==> config.mk <==
export PLATFORM = sky130hd
export DESIGN_NAME = kmp_stream_matcher
export DESIGN_NICKNAME = d
export VERILOG_FILES = /design/src/design/kmp_pkg.sv /design/src/design/kmp_ram.sv /design/src/design/kmp_stream_matcher.sv
export SDC_FILE = /design/constraint.sdc
export NUM_CORES = 1
export LEC_CHECK = 0
export ABC_AREA = 0
export BUFFER_PORTS_ARGS = -buffer_cell sky130_fd_sc_hd__buf_4
export CORE_ASPECT_RATIO = 1.75
export CORE_MARGIN = 2
export CORE_UTILIZATION = 50
export CTS_BUF_LIST = sky130_fd_sc_hd__clkbuf_4 sky130_fd_sc_hd__clkbuf_8
export DETAILED_ROUTE_END_ITERATION = 12
export GPL_ROUTABILITY_DRIVEN = 0
export HOLD_SLACK_MARGIN = 0.15
export PLACE_DENSITY = 0.65
export SYNTH_ARGS = -nofsm -noshare
export SYNTH_HDL_FRONTEND = slang
export SYNTH_HIERARCHICAL = 1
export SYNTH_SLANG_ARGS = --single-unit
==> constraint.sdc <==
create_clock -name clk -period 7.65 [get_ports clk]
set_input_delay 0 -clock clk [delete_from_list [all_inputs] [get_ports clk]]
set_output_delay 0 -clock clk [all_outputs]
set_load 0.01 [all_outputs]
==> src/design/kmp_pkg.sv <==
`default_nettype none

package kmp_pkg;

  localparam int MAX_PATTERN = 64;
  localparam int POS_WIDTH   = 32;
  localparam int ADDR_W      = $clog2(MAX_PATTERN);
  localparam int CNT_W       = $clog2(MAX_PATTERN + 1);
  localparam int START_W     = 32;

  localparam logic [1:0] FUNC_CLEAR   = 2'd0;
  localparam logic [1:0] FUNC_APPEND  = 2'd1;
  localparam logic [1:0] FUNC_TEXT    = 2'd2;
  localparam logic [1:0] FUNC_RESTART = 2'd3;

  localparam logic [1:0] STAT_OK    = 2'd0;
  localparam logic [1:0] STAT_FULL  = 2'd1;
  localparam logic [1:0] STAT_EMPTY = 2'd2;

  typedef struct packed {
    logic [1:0] func;
    logic [7:0] char_in;
  } kmp_in_t;

  typedef struct packed {
    logic               match_found;
    logic [START_W-1:0] match_start;
    logic [1:0]         status;
  } kmp_out_t;

endpackage

`default_nettype wire

==> src/design/kmp_ram.sv <==
`default_nettype none

module kmp_ram #(
  parameter int WIDTH = 8,
  parameter int DEPTH = 64
) (
  input  wire logic                     clk,
  input  wire logic                     we,
  input  wire logic [$clog2(DEPTH)-1:0] waddr,
  input  wire logic [WIDTH-1:0]         wdata,
  input  wire logic [$clog2(DEPTH)-1:0] raddr,
  output logic      [WIDTH-1:0]         rdata
);

  logic [WIDTH-1:0] mem [DEPTH];

  always_ff @(posedge clk) begin
    if (we) begin
      mem[waddr] <= wdata;
    end
    rdata <= mem[raddr];
  end

endmodule

`default_nettype wire

==> src/design/kmp_stream_matcher.sv <==
// results: clear, restart, dropped, empty-pattern and first-pattern-byte items finish from the idle
//   state; other text and pattern items pass through the compare state, following one link per step
// throughput: one item in flight; the input stalls while a text or pattern item walks the fallback
//   loop, which reads the pattern and failure memories at each step, and while a result waits
// reset: synchronous, active low; clears counts, match lengths, text position and the output valid flag,
//   the pattern and failure memories are not cleared (only written entries are ever used)
`default_nettype none

module kmp_stream_matcher
  import kmp_pkg::*;
(
  input  wire logic     clk,
  input  wire logic     rst_n,
  input  wire logic     in_valid,
  output logic          in_stall,
  input  wire kmp_in_t  in_data,
  output logic          out_valid,
  input  wire logic     out_stall,
  output kmp_out_t      out_data
);

  localparam logic [1:0] ST_IDLE = 2'd0;
  localparam logic [1:0] ST_CMP  = 2'd1;
  localparam logic [1:0] ST_WAIT = 2'd2;

  logic [1:0]           state_r, state_nxt;
  logic                 is_text_r, is_text_nxt;
  logic [7:0]           ch_r, ch_nxt;
  logic [ADDR_W-1:0]    len_r, len_nxt;
  logic [CNT_W-1:0]     pc_r, pc_nxt;
  logic [ADDR_W-1:0]    bl_r, bl_nxt;
  logic [ADDR_W-1:0]    tml_r, tml_nxt;
  logic [POS_WIDTH-1:0] pos_r, pos_nxt;
  kmp_out_t             hold_r, hold_nxt;
  logic                 out_valid_r, out_valid_nxt;
  kmp_out_t             out_data_r, out_data_nxt;

  logic              p_we, f_we;
  logic [ADDR_W-1:0] p_waddr, f_waddr, f_wdata, rd_len, f_raddr;
  logic [7:0]        p_wdata, p_rdata;
  logic [ADDR_W-1:0] f_rdata;

  logic                 fin, out_free, hit;
  kmp_out_t             fin_data;
  logic [CNT_W-1:0]     j;
  logic [ADDR_W-1:0]    tml_eff;
  logic [POS_WIDTH-1:0] start_pos;

  kmp_ram #(.WIDTH(8), .DEPTH(MAX_PATTERN)) u_pattern (
    .clk   (clk),
    .we    (p_we),
    .waddr (p_waddr),
    .wdata (p_wdata),
    .raddr (rd_len),
    .rdata (p_rdata)
  );

  kmp_ram #(.WIDTH(ADDR_W), .DEPTH(MAX_PATTERN)) u_failure (
    .clk   (clk),
    .we    (f_we),
    .waddr (f_waddr),
    .wdata (f_wdata),
    .raddr (f_raddr),
    .rdata (f_rdata)
  );

  assign f_raddr   = rd_len - ADDR_W'(1);
  assign out_free  = !out_valid_r || !out_stall;
  assign hit       = (p_rdata == ch_r);
  assign j         = {1'b0, len_r} + CNT_W'(hit);
  assign tml_eff   = ({1'b0, tml_r} >= pc_r) ? '0 : tml_r;
  assign start_pos = pos_r - POS_WIDTH'(pc_r) + POS_WIDTH'(1);

  always_comb begin
    state_nxt     = state_r;
    is_text_nxt   = is_text_r;
    ch_nxt        = ch_r;
    len_nxt       = len_r;
    pc_nxt        = pc_r;
    bl_nxt        = bl_r;
    tml_nxt       = tml_r;
    pos_nxt       = pos_r;
    hold_nxt      = hold_r;
    p_we          = 1'b0;
    p_waddr       = pc_r[ADDR_W-1:0];
    p_wdata       = in_data.char_in;
    f_we          = 1'b0;
    f_waddr       = pc_r[ADDR_W-1:0];
    f_wdata       = '0;
    rd_len        = f_rdata;
    fin           = 1'b0;
    fin_data      = '0;

    unique case (state_r)
      ST_IDLE: begin
        rd_len = (in_data.func == FUNC_TEXT) ? tml_eff : bl_r;
        if (in_valid) begin
          unique case (in_data.func)
            FUNC_CLEAR: begin
              pc_nxt  = '0;
              bl_nxt  = '0;
              tml_nxt = '0;
              pos_nxt = '0;
              fin     = 1'b1;
            end
            FUNC_APPEND: begin
              if (pc_r == CNT_W'(MAX_PATTERN)) begin
                fin             = 1'b1;
                fin_data.status = STAT_FULL;
              end else if (pc_r == '0) begin
                p_we   = 1'b1;
                f_we   = 1'b1;
                bl_nxt = '0;
                pc_nxt = CNT_W'(1);
                fin    = 1'b1;
              end else begin
                p_we        = 1'b1;
                is_text_nxt = 1'b0;
                ch_nxt      = in_data.char_in;
                len_nxt     = bl_r;
                state_nxt   = ST_CMP;
              end
            end
            FUNC_TEXT: begin
              if (pc_r == '0) begin
                fin             = 1'b1;
                fin_data.status = STAT_EMPTY;
              end else begin
                is_text_nxt = 1'b1;
                ch_nxt      = in_data.char_in;
                len_nxt     = tml_eff;
                state_nxt   = ST_CMP;
              end
            end
            FUNC_RESTART: begin
              tml_nxt = '0;
              pos_nxt = '0;
              fin     = 1'b1;
            end
            default: ;
          endcase
        end
      end

      ST_CMP: begin
        if (len_r == '0 || hit) begin
          // fallback loop ends here
          state_nxt = ST_IDLE;
          fin       = 1'b1;
          if (is_text_r) begin
            pos_nxt = pos_r + POS_WIDTH'(1);
            if (j == pc_r) begin
              fin_data.match_found = 1'b1;
              fin_data.match_start = START_W'(start_pos);
              tml_nxt              = bl_r;
            end else begin
              tml_nxt = j[ADDR_W-1:0];
            end
          end else begin
            f_we    = 1'b1;
            f_wdata = j[ADDR_W-1:0];
            bl_nxt  = j[ADDR_W-1:0];
            pc_nxt  = pc_r + CNT_W'(1);
          end
        end else begin
          len_nxt = f_rdata;
        end
      end

      ST_WAIT: begin
        fin      = 1'b1;
        fin_data = hold_r;
        if (out_free) begin
          state_nxt = ST_IDLE;
        end
      end

      default: state_nxt = ST_IDLE;
    endcase

    // park the result when the output register is still occupied
    if (fin && !out_free && state_r != ST_WAIT) begin
      hold_nxt  = fin_data;
      state_nxt = ST_WAIT;
    end

    out_valid_nxt = out_valid_r;
    out_data_nxt  = out_data_r;
    if (fin && out_free) begin
      out_valid_nxt = 1'b1;
      out_data_nxt  = fin_data;
    end else if (!out_stall) begin
      out_valid_nxt = 1'b0;
    end
  end

  always_ff @(posedge clk) begin
    if (!rst_n) begin
      state_r     <= ST_IDLE;
      pc_r        <= '0;
      bl_r        <= '0;
      tml_r       <= '0;
      pos_r       <= '0;
      out_valid_r <= 1'b0;
    end else begin
      state_r     <= state_nxt;
      pc_r        <= pc_nxt;
      bl_r        <= bl_nxt;
      tml_r       <= tml_nxt;
      pos_r       <= pos_nxt;
      out_valid_r <= out_valid_nxt;
    end
  end

  always_ff @(posedge clk) begin
    is_text_r  <= is_text_nxt;
    ch_r       <= ch_nxt;
    len_r      <= len_nxt;
    hold_r     <= hold_nxt;
    out_data_r <= out_data_nxt;
  end

  assign in_stall  = (state_r != ST_IDLE);
  assign out_valid = out_valid_r;
  assign out_data  = out_data_r;

endmodule

`default_nettype wire

=== Word-level counts from Yosys, hierarchy flattened ===
Memories as Yosys holds them, arrays and structs flattened. A register that Yosys moved wholly into a read port is not among the register bits.
Cells that the tools add are included.

* Mux-type cells: 84
* Reductions and logical operators: 24
* Bitwise gates (word level): 1
* $add $sub $neg: 6
* Order comparisons: 1
* Equality and inequality tests: 31

{| class="wikitable"
|+ Operator list
! operator !! count
|-
| 2-to-1 mux 32 bit || 4
|-
| 2-to-1 mux 6 bit || 21
|-
| 2-to-1 mux 33 bit || 3
|-
| case mux 33 bit (2 select lines) || 1
|-
| adder 32 x 1 -> 32 bit (second input constant) || 2
|-
| case mux 32 bit (2 select lines) || 1
|-
| case mux 6 bit (2 select lines) || 5
|-
| 2-to-1 mux 7 bit || 5
|-
| subtractor 32 x 7 -> 32 bit || 1
|-
| case mux 7 bit (2 select lines) || 2
|-
| 2-to-1 mux 1 bit || 23
|-
| inequality test 2 bit (second input constant) || 11
|-
| inequality test 3 bit (second input constant) || 7
|-
| 2-to-1 mux 2 bit || 8
|-
| 2-to-1 mux 8 bit || 2
|-
| case mux 8 bit (2 select lines) || 1
|-
| AND reduction 5 bit || 3
|-
| AND reduction 7 bit || 2
|-
| case mux 2 bit (2 select lines) || 3
|-
| == test 8 bit || 1
|-
| adder 6 x 1 -> 7 bit || 1
|-
| adder 7 x 1 -> 7 bit (second input constant) || 1
|-
| == test 7 bit || 1
|-
| == test 7 bit (second input constant) || 1
|-
| 23 further kinds || 37
|}

* Bits in registers: 139
* Memories: 2
* Logic and storage cells: 165
* RAM bits: 896
* Input port bits: 14
* Output and inout port bits: 37

{| class="wikitable"
|+ Memory list
! memory !! words !! bits a word !! read ports !! clocked after memory_dff !! write ports !! line !! source
|-
| u_pattern.mem || 64 || 8 || 1 || 1 || 1 || kmp_ram.sv:15 || <nowiki>logic [WIDTH-1:0] mem [DEPTH];</nowiki>
|-
| u_failure.mem || 64 || 6 || 1 || 1 || 1 || kmp_ram.sv:15 ||
|}

=== Logic depth before layout (Yosys ltp) ===
Gate-level depths: netlist of run 1.

* Depth after elaboration: 10
* Mapped depth: 17
* Depth with buffers taken out: 15

=== Hierarchy ===
The synthesis of run 1 kept the hierarchy.

{| class="wikitable"
|+ By module, submodules not included
! module !! area an instance (um^2) !! instances !! seq. area each (um^2) !! cells an instance
|-
| kmp_ram at u_pattern || 20,166.8 || 1 || 15,534.9 || 940
|-
| kmp_ram at u_failure || 15,205.8 || 1 || 11,651.2 || 729
|-
| kmp_stream_matcher || 8,642.0 || 1 || 3,633.5 || 899
|}

=== Worst setup path before layout of run 1 ===
OpenSTA, ideal clock, no wires.

* Kind: reg2reg
* Start: register len_r[2]
* End: memory u_failure/mem[0][5] (netlist bit) (data pin)
* Required time: 7.102 ns
* Arrival time: 3.506 ns
* Cell stages (with the launch flop): 6
* Setup slack: 3.596 ns
* Cell sequence: edfxtp_1 or4_1 o32a_4 nor2_1 nand2_1 a21oi_1

* Word-level cells in the longest chain between the ends: 4

{| class="wikitable"
|+ RTL lines
! what !! line !! source
|-
| start: declaration || kmp_stream_matcher.sv:29 || <nowiki>logic [ADDR_W-1:0] len_r, len_nxt;</nowiki>
|-
| start signal: assignment || kmp_stream_matcher.sv:218 || <nowiki>len_r <= len_nxt;</nowiki>
|-
| adder 6 x 1 -> 7 bit or zero test 6 bit (tied branches) || kmp_stream_matcher.sv:70, kmp_stream_matcher.sv:146 ||
|-
| 2-to-1 mux 6 bit or logical OR 1 bit (tied branches) || kmp_stream_matcher.sv:150, kmp_stream_matcher.sv:146 ||
|-
| 2-to-1 mux 6 bit (*) || kmp_stream_matcher.sv:146 || <nowiki>if (len_r == '0 || hit) begin</nowiki>
|-
| 2-to-1 mux 6 bit (*) || kmp_stream_matcher.sv:94 || <nowiki>unique case (state_r)</nowiki>
|-
| via f_wdata[5] || kmp_stream_matcher.sv:39 || <nowiki>logic [ADDR_W-1:0] p_waddr, f_waddr, f_wdata, rd_len, f_raddr;</nowiki>
|-
| end: declaration || kmp_ram.sv:15 ||
|}

Mark *: on every way through the listed nets, which the timed path passes. The rest lies on a longest branch.

=== Worst setup path in the final report of run 1 ===
* Start: register pc_r[1]
* End: register u_failure.rdata[5], read port of u_failure.mem

* Word-level cells in the longest chain between the ends: 5

{| class="wikitable"
|+ RTL lines
! what !! line !! source
|-
| start: declaration || kmp_stream_matcher.sv:30 || <nowiki>logic [CNT_W-1:0] pc_r, pc_nxt;</nowiki>
|-
| start signal: assignment || kmp_stream_matcher.sv:207 || <nowiki>pc_r <= pc_nxt;</nowiki>
|-
| >= comparator 6 x 7 -> 1 bit || kmp_stream_matcher.sv:71 || <nowiki>assign tml_eff = ({1'b0, tml_r} >= pc_r) ? '0 : tml_r;</nowiki>
|-
| 2-to-1 mux 6 bit || kmp_stream_matcher.sv:71 ||
|-
| 2-to-1 mux 6 bit || kmp_stream_matcher.sv:96 || <nowiki>rd_len = (in_data.func == FUNC_TEXT) ? tml_eff : bl_r;</nowiki>
|-
| 2-to-1 mux 6 bit || kmp_stream_matcher.sv:94 ||
|-
| subtractor 6 x 1 -> 6 bit || kmp_stream_matcher.sv:67 || <nowiki>assign f_raddr = rd_len - ADDR_W'(1);</nowiki>
|-
| via f_raddr[2] || kmp_stream_matcher.sv:39 ||
|-
| end: declaration || kmp_ram.sv:12 || <nowiki>output logic [WIDTH-1:0] rdata</nowiki>
|}

The timed path passes the listed nets, and every way through them passes these cells.
A chain may end at the register's enable or synchronous reset.

==> run_results.csv, run 1 <==
group,metric,value,unit
power,leakagePower,15.7,nW
yosys,synth_warnings,6,
clock_network,clkTransAtPathRegs,70,ps
critical_path,reg2reg_from,"pc_r[1]$_SDFFE_PN0P_",
cells_and_area,mostFrequentLayoutCell,"edfxtp_1",
floorplanning,start_util,50.3,%
sta,rsz0062_at_grt,"false",
power,p_int,9.07,mW
cells_and_area,nets,2783,
critical_path,endpoint_kind,"flop",
min_path,hold_path_depth,4,
critical_path,ff2ff_path_depth,14,
clock_network,cts_resized,0,
floorplanning,die_h,396,um
clock_network,numCtsBuffers,147,
critical_path,worstPathMaxFanout,46,
drt,dr.pass1.iters,7,
sta,finalSetupTns,0,ps
drt,wl,103000,um
yosys,syn_inst,2568,
yosys,avgSynthCellArea,17.1,sq um
global_routing,grt-ovfl-total,0,
critical_path,rrSetupSlack,2090,ps
job,maxCapViolCount,0,
drt,wl_per_cell,25.8,um
global_routing,grt_pass1_vias,24900,
cells_and_area,final_cell_mix,"981 x edfxtp_1, 249 x nor2_1, 229 x mux4_2",
cells_and_area,layout-drive-gt1-share,20.8,%
sta,worst_pin_slew,1260,ps
sta,hold_viol,0,
sta,maxSlewViolCount,0,
yosys,synth_fp_nets,2662,
floorplanning,num_rows,144,
placement,post-dp-hpwl,68900,um
power,seqPwrFrac,52.8,%
min_path,min_to,"hold_r[1]$_DFFE_PP_",
yosys,synth_edf_count,981,
clock_network,post_cts_buffers,0,
sta,fin_skew,35.4,ps
sta,finalCritPeriodShare,72.7,%
sta,period_minus_slack,5560,ps
power,p_total,12.0,mW
placement,portBuffers,50,
power,vdd_drop_max,202,uV
drt,via_per_inst,5.95,
power,p_per_area,247,nW/um^2
critical_path,path_class,"flop to flop",
yosys,synth-compound-area-share,4.45,%
critical_path,crit_required,8420,ps
clock_network,root_buffer,"clkbuf_8",
yosys,ys_ff_latch,1049,
global_routing,grt_max_degree,82,
power,power_switching,2.96,mW
yosys,syn_area,44000,sq um
yosys,synth-async-reset-ratio,0,%
drt,final_antenna_net_count,0,
run_status,status,"completed",
clock_network,ctsHoldBuffers,19,
sta,relSlewSlack,16.0,%
global_routing,globalRouteTotalUtil,23.0,%
min_path,min_from,"out_stall",
yosys,yosys.area_share.simple,6.25,%
critical_path,worstSetupStartpointType,"flop",
critical_path,critical_path_arrival,6330,ps
sta,max_freq,180,MHz
yosys,synth.area.mux_share,13.3,%
yosys,synth_cell_types,81,
drt,first_iter_violations,1931,
sta,setup_viol,0,
floorplanning,die_w,228,um
global_routing,antenna_found_initial,2,
clock_network,clkLatencyLatePin,850,ps
yosys,synth_top_family_by_area,"multiplexers",
drt,drc_errors,0,
critical_path,r2r-end,"u_failure/rdata[5]$_DFF_P_",
power,pwr-share-comb,10.6,%
power,p_clk_share,36.6,%
yosys,synth_adder_area_share,2.29,%
floorplanning,core,87600,sq um
floorplanning,die_area,90500,sq um
clock_network,cts_tree,"built",
power,switching_share,24.6,%
yosys,synth_xor_area_share,1.57,%
cells_and_area,area_growth,10.5,%
min_path,hp-class,"input pin to flop",
clock_network,ctsHtreeMaxLevel,4,
clock_network,clock-sinks,1049,
clock_network,clk_path_buf_depth,3,
floorplanning,num_io_pins,51,
yosys,ys.flop_type,"edfxtp_1",
yosys,ys_seq_area_share,70.0,%
global_routing,grt_pass1_wl,154000,um
drt,via_count,23600,
-- registers in the layout (all words and copies together), names as in the netlist --
register / count
bl_r: 6
ch_r: 8
hold_r: 35
is_text_r: 1
len_r: 6
out_data: 35
out_valid: 1
pc_r: 7
pos_r: 32
state_r: 2
tml_r: 6
u_failure/mem: 384
u_failure/rdata: 6
u_pattern/mem: 512
u_pattern/rdata: 8
-- cell type report --
cell class                 instances  area [sq um]
multi-input combinational       1324         12300
fill                            6895         38900
sequential                      1049         30800
clock inverter                    78           636
tap                             1168          1460
antenna                            2          5.00
clock buffer                     186          2330
inverter                          75           293
timing repair buffer              92           763
-- cells in the mapped netlist (5+ instances only) --
| cell | instances | area share [%] |
|---|---|---|
| a211oi_1 | 12 | 0.20 |
| a21o_1 | 16 | 0.27 |
| a21oi_1 | 61 | 0.69 |
| a221oi_1 | 9 | 0.18 |
| a22oi_1 | 17 | 0.29 |
| a31oi_1 | 12 | 0.17 |
| a32oi_1 | 5 | 0.099 |
| and2_1 | 12 | 0.17 |
| and3_1 | 13 | 0.18 |
| and4_1 | 6 | 0.12 |
| buf_1 | 8 | 0.068 |
| buf_2 | 24 | 0.27 |
| buf_4 | 18 | 0.31 |
| buf_6 | 10 | 0.26 |
| clkbuf_1 | 58 | 0.49 |
| dfxtp_1 | 68 | 3.1 |
| edfxtp_1 | 981 | 67 |
| ha_1 | 79 | 2.2 |
| inv_1 | 72 | 0.61 |
| mux2_2 | 18 | 0.46 |
| mux2i_1 | 49 | 1.1 |
| mux4_2 | 229 | 12 |
| nand2_1 | 122 | 1.0 |
| nand2b_1 | 15 | 0.21 |
| nand3_1 | 52 | 0.59 |
| nand3b_1 | 8 | 0.14 |
| nand4_1 | 28 | 0.40 |
| nor2_1 | 249 | 2.1 |
| nor2b_1 | 25 | 0.36 |
| nor3_1 | 24 | 0.27 |
| o2111ai_1 | 5 | 0.099 |
| o211ai_1 | 9 | 0.15 |
| o21a_1 | 12 | 0.20 |
| o21ai_0 | 43 | 0.49 |
| o21ai_1 | 5 | 0.057 |
| o221ai_1 | 12 | 0.24 |
| o22ai_1 | 20 | 0.28 |
| o41ai_1 | 5 | 0.099 |
| or2_1 | 6 | 0.085 |
| or3_1 | 10 | 0.14 |
| xnor2_1 | 54 | 1.1 |
| xor2_1 | 20 | 0.40 |
-- stage by stage --
step / setup WS [ps] / hold WS (ps) / area, sq um / util (%) / instances
floorplan: 3600 / 98.9 / 44000 / - / 2568
global placement: 2280 / 273 / 45500 / 51.9 / 3689
detailed placement: 2130 / 281 / 45500 / 51.9 / 3689
CTS: 2110 / 171 / 48600 / 55.5 / 3972
global route: 1750 / 209 / 48600 / 55.5 / 3973
finish: 2090 / 255 / 48600 / 55.5 / 3974
-- logic make-up after synthesis --
family | after synthesis
simple gates | 588
buf+inv | 195
xor+xnor | 76
flops | 1049
fa+ha+maj | 80
mux | 296
compound gates | 284
-- worst max path at each step --
stage | start | endpoint | slack [ps] | depth (start not counted)
final | pc_r[1]$_SDFFE_PN0P_ | u_failure/rdata[5]$_DFF_P_ | 2090 | 14
after global routing | pc_r[5]$_SDFFE_PN0P_ | u_failure/rdata[1]$_DFF_P_ | 1750 | 12
after CTS | pc_r[5]$_SDFFE_PN0P_ | u_failure/rdata[0]$_DFF_P_ | 2110 | 12
after floorplan | len_r[2]$_DFFE_PP_ | u_failure/mem[0][5]$_DFFE_PP_ | 3600 | 5
after global placement | pc_r[5]$_SDFFE_PN0P_ | u_failure/rdata[1]$_DFF_P_ | 2280 | 12
after detailed placement | pc_r[5]$_SDFFE_PN0P_ | u_failure/rdata[0]$_DFF_P_ | 2130 | 12
-- power by group through the flow --
stage                     Combinational [mW]  Sequential (mW)  Clock, mW
after floorplan                        0.816             6.45          0
after global placement                  1.25             6.47          0
after global routing                    1.34             6.35       4.74
after CTS                               1.28             6.35       4.53
final                                   1.28             6.35       4.41
after detailed placement                1.27             6.47          0
-- layer usage --
layer / routed length [um] / vias to the layer above / global-route usage, % / part of all wire [%]
met5: 0 / - / 0 / 0
met4: 6430 / 0 / 13.9 / 6.3
met3: 4470 / 255 / 4.05 / 4.4
met2: 57000 / 747 / 43.2 / 56
met1: 34800 / 12200 / 23.7 / 34
li1: - / 10400 / - / -
-- critical path, stage by stage, from the launching register on --
cell and delay (ps):
dfxtp_1 900, inv_1 190, ha_1 350, a21o_1 160
a21o_1 180, a21oi_1 410, a41oi_1 330, ha_1 340
xnor2_2 170, buf_4 590, inv_2 450, mux2i_1 220
a221oi_1 900, nand2_1 150, nand2_1 110
Power figures use the tool's default switching activity.
==> run 2, diff against run 1 <==
Settings changed: PLACE_DENSITY 0.65 to 0.68.
Clock period 7.65 ns to 4.7 ns, I/O delays scaled along.
==> run_results.csv, run 2 (synthesis results as in run 1) <==
group,metric,value,unit
run_status,status,"completed",
power,p_clk_share,37.0,%
critical_path,crit_required,5370,ps
drt,via_per_inst,5.91,
global_routing,grt-ovfl-total,0,
global_routing,grt_pass1_vias,25300,
floorplanning,core,87600,sq um
drt,first_iter_violations,1951,
power,vdd_drop_max,243,uV
cells_and_area,top_regs,"u_pattern/mem x512, u_failure/mem x384",
global_routing,grt_pass1_wl,153000,um
sta,max_freq,224,MHz
power,p_int,15.0,mW
power,leakagePower,16.4,nW
critical_path,rrSetupSlack,230,ps
sta,setup_viol,0,
floorplanning,num_rows,144,
floorplanning,start_util,50.3,%
power,p_total,19.7,mW
sta,maxSlewViolCount,0,
global_routing,grt_max_degree,66,
clock_network,clk_path_buf_depth,3,
clock_network,post_cts_buffers,0,
floorplanning,die_area,90500,sq um
drt,wl_per_cell,24.9,um
clock_network,cts_resized,0,
sta,finalSetupTns,0,ps
clock_network,clock-sinks,1049,
drt,wl,102000,um
critical_path,endpoint_kind,"flop",
cells_and_area,fill_cells,6716,
clock_network,clkTransAtPathRegs,70,ps
cells_and_area,ff_latch_area,30800,sq um
cells_and_area,top_register,"u_pattern/mem",
cells_and_area,layout-drive-gt1-share,24.0,%
critical_path,path_class,"flop to flop",
drt,dr.pass1.iters,6,
placement,dp.cells,3800,
critical_path,worstSetupStartpointType,"flop",
cells_and_area,area_growth,12.7,%
drt,via_count,24100,
clock_network,ctsHtreeMaxLevel,4,
placement,portBuffers,50,
power,seqPwrFrac,52.5,%
placement,post-dp-hpwl,67900,um
sta,period_minus_slack,4470,ps
sta,relSlewSlack,18.6,%
min_path,hp-class,"input pin to flop",
critical_path,critical_path_arrival,5150,ps
sta,rsz0062_at_grt,"false",
sta,worst_pin_slew,1220,ps
critical_path,worstPathMaxFanout,32,
clock_network,root_buffer,"clkbuf_8",
cells_and_area,nets,2894,
clock_network,cts_tree,"built",
floorplanning,num_io_pins,51,
cells_and_area,fin_util,56.7,%
sta,hold_viol,0,
power,switching_share,23.7,%
cells_and_area,multiInputGateArea,12300,sq um
sta,fin_skew,39.7,ps
cells_and_area,final_cells,4084,
cells_and_area,largest_reg_flops,512,
cells_and_area,mostFrequentLayoutCell,"edfxtp_1",
drt,final_antenna_net_count,0,
global_routing,globalRouteTotalUtil,22.7,%
clock_network,ctsHoldBuffers,19,
floorplanning,die_h,396,um
sta,finalCritPeriodShare,95.2,%
clock_network,clkLatencyLatePin,820,ps
power,pwr-share-comb,10.5,%
floorplanning,die_w,228,um
power,power_switching,4.67,mW
drt,drc_errors,0,
power,p_per_area,397,nW/um^2
cells_and_area,final_cell_mix,"981 x edfxtp_1, 249 x nor2_1, 229 x mux4_2",
clock_network,numCtsBuffers,147,
job,maxCapViolCount,0,
global_routing,antenna_found_initial,2,
==> run 2: cell types whose count changed in the layout (fill, tap and decap cells not counted), moves of 2 or more <==
cell      change
buf_12        +8
buf_4       +103
clkbuf_4     +13
clkbuf_8     +11
clkinv_1     -10
clkinv_2      -8
inv_12        -3
inv_8         -2
nor3_1        +2
nor3_2        -2
==> run 2: power groups by stage <==
stage	sequential [mW]	clock [mW]	combinational, mW
final	10.3	7.29	2.07
after global routing	10.3	7.81	2.18
after floorplan	10.5	0	1.33
after global placement	10.5	0	2.02
after CTS	10.3	7.48	2.07
after detailed placement	10.5	0	2.05
==> run 2: critical path, cell delays in order, from the launching register on <==
cell,delay (ps)
dfxtp_1,400
inv_1,80
ha_1,270
nand2b_1,140
a21o_1,180
a21o_1,190
a21oi_1,470
a41oi_1,340
ha_1,380
clkinv_2,70
buf_4,420
mux4_2,580
mux2i_1,280
nor2_1,80
a211oi_1,310
a22oi_1,140
==> run 2: layout make-up <==
| class | count | share of cell area [%] |
|---|---|---|
| multi-input combinational | 1324 | 24.8 |
| timing repair buffer | 203 | 3.42 |
| clock inverter | 54 | 0.930 |
| sequential | 1049 | 62.1 |
| antenna | 1 | 0.00504 |
| clock buffer | 210 | 5.19 |
| inverter | 75 | 0.590 |
| tap | 1168 | 2.94 |
==> run 2: final timing paths <==
| kind | from | end | cells after the start |
|---|---|---|---|
| max reg2reg | tml_r[0]$_SDFFE_PN0P_ | u_failure/rdata[1]$_DFF_P_ | 15 |
| max | tml_r[0]$_SDFFE_PN0P_ | u_failure/rdata[1]$_DFF_P_ | 15 |
| min | in_data[6] | u_pattern/mem[11][6]$_DFFE_PP_ | 2 |
| min reg2reg | tml_r[5]$_SDFFE_PN0P_ | tml_r[5]$_SDFFE_PN0P_ | 2 |
==> run 2: metrics by stage <==
| stage | setup WS [ps] | instance area (sq um) | hold slack (ps) |
|---|---|---|---|
| finish | 227 | 49600 | 286 |
| global route | 30.6 | 49600 | 270 |
| CTS | 308 | 49600 | 206 |
| detailed placement | 338 | 46400 | 267 |
| global placement | 423 | 46400 | 274 |
| floorplan | 646 | 44000 | 98.9 |
==> run 2: layer usage <==
layer / share of wire [%] / routed length, um / global-route usage (%) / vias up
met3: 4.2 / 4270 / 3.84 / 266
met2: 56 / 57400 / 43.6 / 805
li1: - / - / - / 10600
met1: 34 / 34500 / 23.5 / 12400
met5: 0.013 / 13 / 0 / -
met4: 5.4 / 5450 / 11.8 / 2
==> run 3, diff against run 2 <==
Settings changed: CTS_BUF_LIST sky130_fd_sc_hd__clkbuf_4 sky130_fd_sc_hd__clkbuf_8 to unset, MAX_ROUTING_LAYER set to met4.
==> run_results.csv, run 3 (synthesis results as in run 1) <==
group,metric,value,unit
drt,via_count,23700,
placement,dp.cells,3800,
global_routing,grt_max_degree,66,
placement,portBuffers,50,
power,p_total,19.9,mW
power,pwr-share-comb,10.3,%
floorplanning,num_rows,144,
run_status,status,"completed",
drt,drc_errors,0,
job,maxCapViolCount,0,
power,switching_share,23.3,%
drt,dr.pass1.iters,6,
cells_and_area,final_cell_area,49600,sq um
floorplanning,die_h,396,um
cells_and_area,largest_reg_flops,512,
clock_network,clkLatencyLatePin,700,ps
floorplanning,die_w,228,um
floorplanning,start_util,50.3,%
cells_and_area,nets,2837,
clock_network,root_buffer,"clkbuf_16",
cells_and_area,top_register,"u_pattern/mem",
floorplanning,num_io_pins,51,
drt,wl_per_cell,25.4,um
sta,finalCritPeriodShare,94.6,%
drt,via_per_inst,5.96,
cells_and_area,layout-drive-gt1-share,20.8,%
power,p_clk_share,37.8,%
critical_path,critical_path_arrival,5010,ps
placement,post-dp-hpwl,67900,um
cells_and_area,antennaDiodeCount,0,
critical_path,worstSetupStartpointType,"flop",
global_routing,grt_pass1_wl,153000,um
power,seqPwrFrac,51.9,%
drt,wl,101000,um
drt,final_antenna_net_count,0,
floorplanning,die_area,90500,sq um
clock_network,clk_path_buf_depth,3,
power,leakagePower,16.3,nW
drt,first_iter_violations,2122,
global_routing,antenna_found_initial,0,
sta,finalSetupTns,0,ps
placement,post_dp_cell_area,46400,sq um
sta,setup_viol,0,
floorplanning,core,87600,sq um
critical_path,crit_required,5260,ps
cells_and_area,mostFrequentLayoutCell,"edfxtp_1",
sta,relSlewSlack,21.6,%
cells_and_area,area_growth,12.6,%
sta,period_minus_slack,4450,ps
cells_and_area,final_cells,3983,
power,vdd_drop_max,352,uV
sta,hold_viol,0,
global_routing,grt_pass1_vias,24800,
sta,fin_skew,41.6,ps
cells_and_area,final_cell_mix,"981 x edfxtp_1, 249 x nor2_1, 229 x mux4_2",
global_routing,globalRouteTotalUtil,23.2,%
sta,max_freq,225,MHz
clock_network,cts_tree,"built",
global_routing,grt-ovfl-total,0,
sta,maxSlewViolCount,0,
clock_network,cts_resized,0,
sta,worst_pin_slew,1170,ps
critical_path,endpoint_kind,"flop",
critical_path,worstPathMaxFanout,32,
clock_network,clkTransAtPathRegs,70,ps
cells_and_area,top_regs,"u_pattern/mem x512, u_failure/mem x384",
clock_network,numCtsBuffers,91,
sta,rsz0062_at_grt,"false",
power,p_int,15.3,mW
power,power_switching,4.63,mW
power,p_per_area,402,nW/um^2
clock_network,ctsHtreeMaxLevel,3,
clock_network,clock-sinks,1049,
min_path,hp-class,"input pin to flop",
critical_path,path_class,"flop to flop",
-- run 3: cell types whose count changed in the layout (fill, tap and decap cells not counted), sizes merged --
| cell | change |
|---|---|
| dlygate4sd3 | -1 |
| clkbuf | -92 |
| diode | -1 |
| clkinvlp | -1 |
| inv | -6 |
| bufinv | +3 |
| clkinv | -3 |
-- run 3: area by class of cell --
| type | count | area, sq um |
|---|---|---|
| Sequential cell | 1049 | 30800 |
| Multi-Input combinational cell | 1324 | 12300 |
| Timing Repair Buffer | 202 | 1690 |
| Inverter | 75 | 293 |
| Fill cell | 6666 | 38000 |
| Clock inverter | 47 | 576 |
| Clock buffer | 118 | 2410 |
| Tap cell | 1168 | 1460 |
-- run 3: worst paths after layout --
kind	depth (start not counted)	end	startpoint	slack, ps
setup / recovery	15	u_failure/rdata[1]$_DFF_P_	tml_r[0]$_SDFFE_PN0P_	250
hold / removal	4	state_r[1]$_SDFFE_PN0P_	rst_n	330
setup reg to reg	15	u_failure/rdata[1]$_DFF_P_	tml_r[0]$_SDFFE_PN0P_	250
hold reg to reg	2	tml_r[5]$_SDFFE_PN0P_	tml_r[5]$_SDFFE_PN0P_	500
-- run 3: worst max-delay path: stages, from the launching register on --
cell and delay [ps]:
dfxtp_1 400, inv_1 80, ha_1 270, nand2b_1 140, a21o_1 180, a21o_1 190, a21oi_1 470, a41oi_1 340
ha_1 380, clkinv_2 80, buf_4 420, mux4_2 580, mux2i_1 280, nor2_1 80, a211oi_1 300, a22oi_1 140
-- run 3: power groups by stage --
stage | registers [mW] | logic (mW) | clock network, mW
6_report | 10.3 | 2.06 | 7.52
3_5_place_dp | 10.5 | 2.05 | 0
5_1_grt | 10.3 | 2.18 | 7.97
3_3_place_gp | 10.5 | 2.02 | 0
4_1_cts | 10.3 | 2.07 | 7.65
2_1_floorplan | 10.5 | 1.33 | 0
-- run 3: what timing repair did --
item / in CTS / in global routing
endpoints found under the setup margin: 0 / 0
buffers inserted: 0 / 0
hold endpoints to repair: 621 / 0
hold buffers: 18 / 0
-- run 3: through the flow --
step,hold WS [ps],setup WS (ps),util (%)
after floorplan,98.9,646,-
after global placement,274,423,53.0
after detailed placement,267,338,53.0
after CTS,264,317,56.6
after global routing,324,38.4,56.6
final,330,255,56.6
-- run 3: metal layers --
layer | GRT usage, % | vias up | part of all wire (%)
li1 | - | 10500 | -
met4 | 11.6 | 0 | 5.3
met2 | 43.5 | 729 | 56
met3 | 3.16 | 258 | 4.1
met1 | 23.6 | 12300 | 34
met5 | - | - | 0
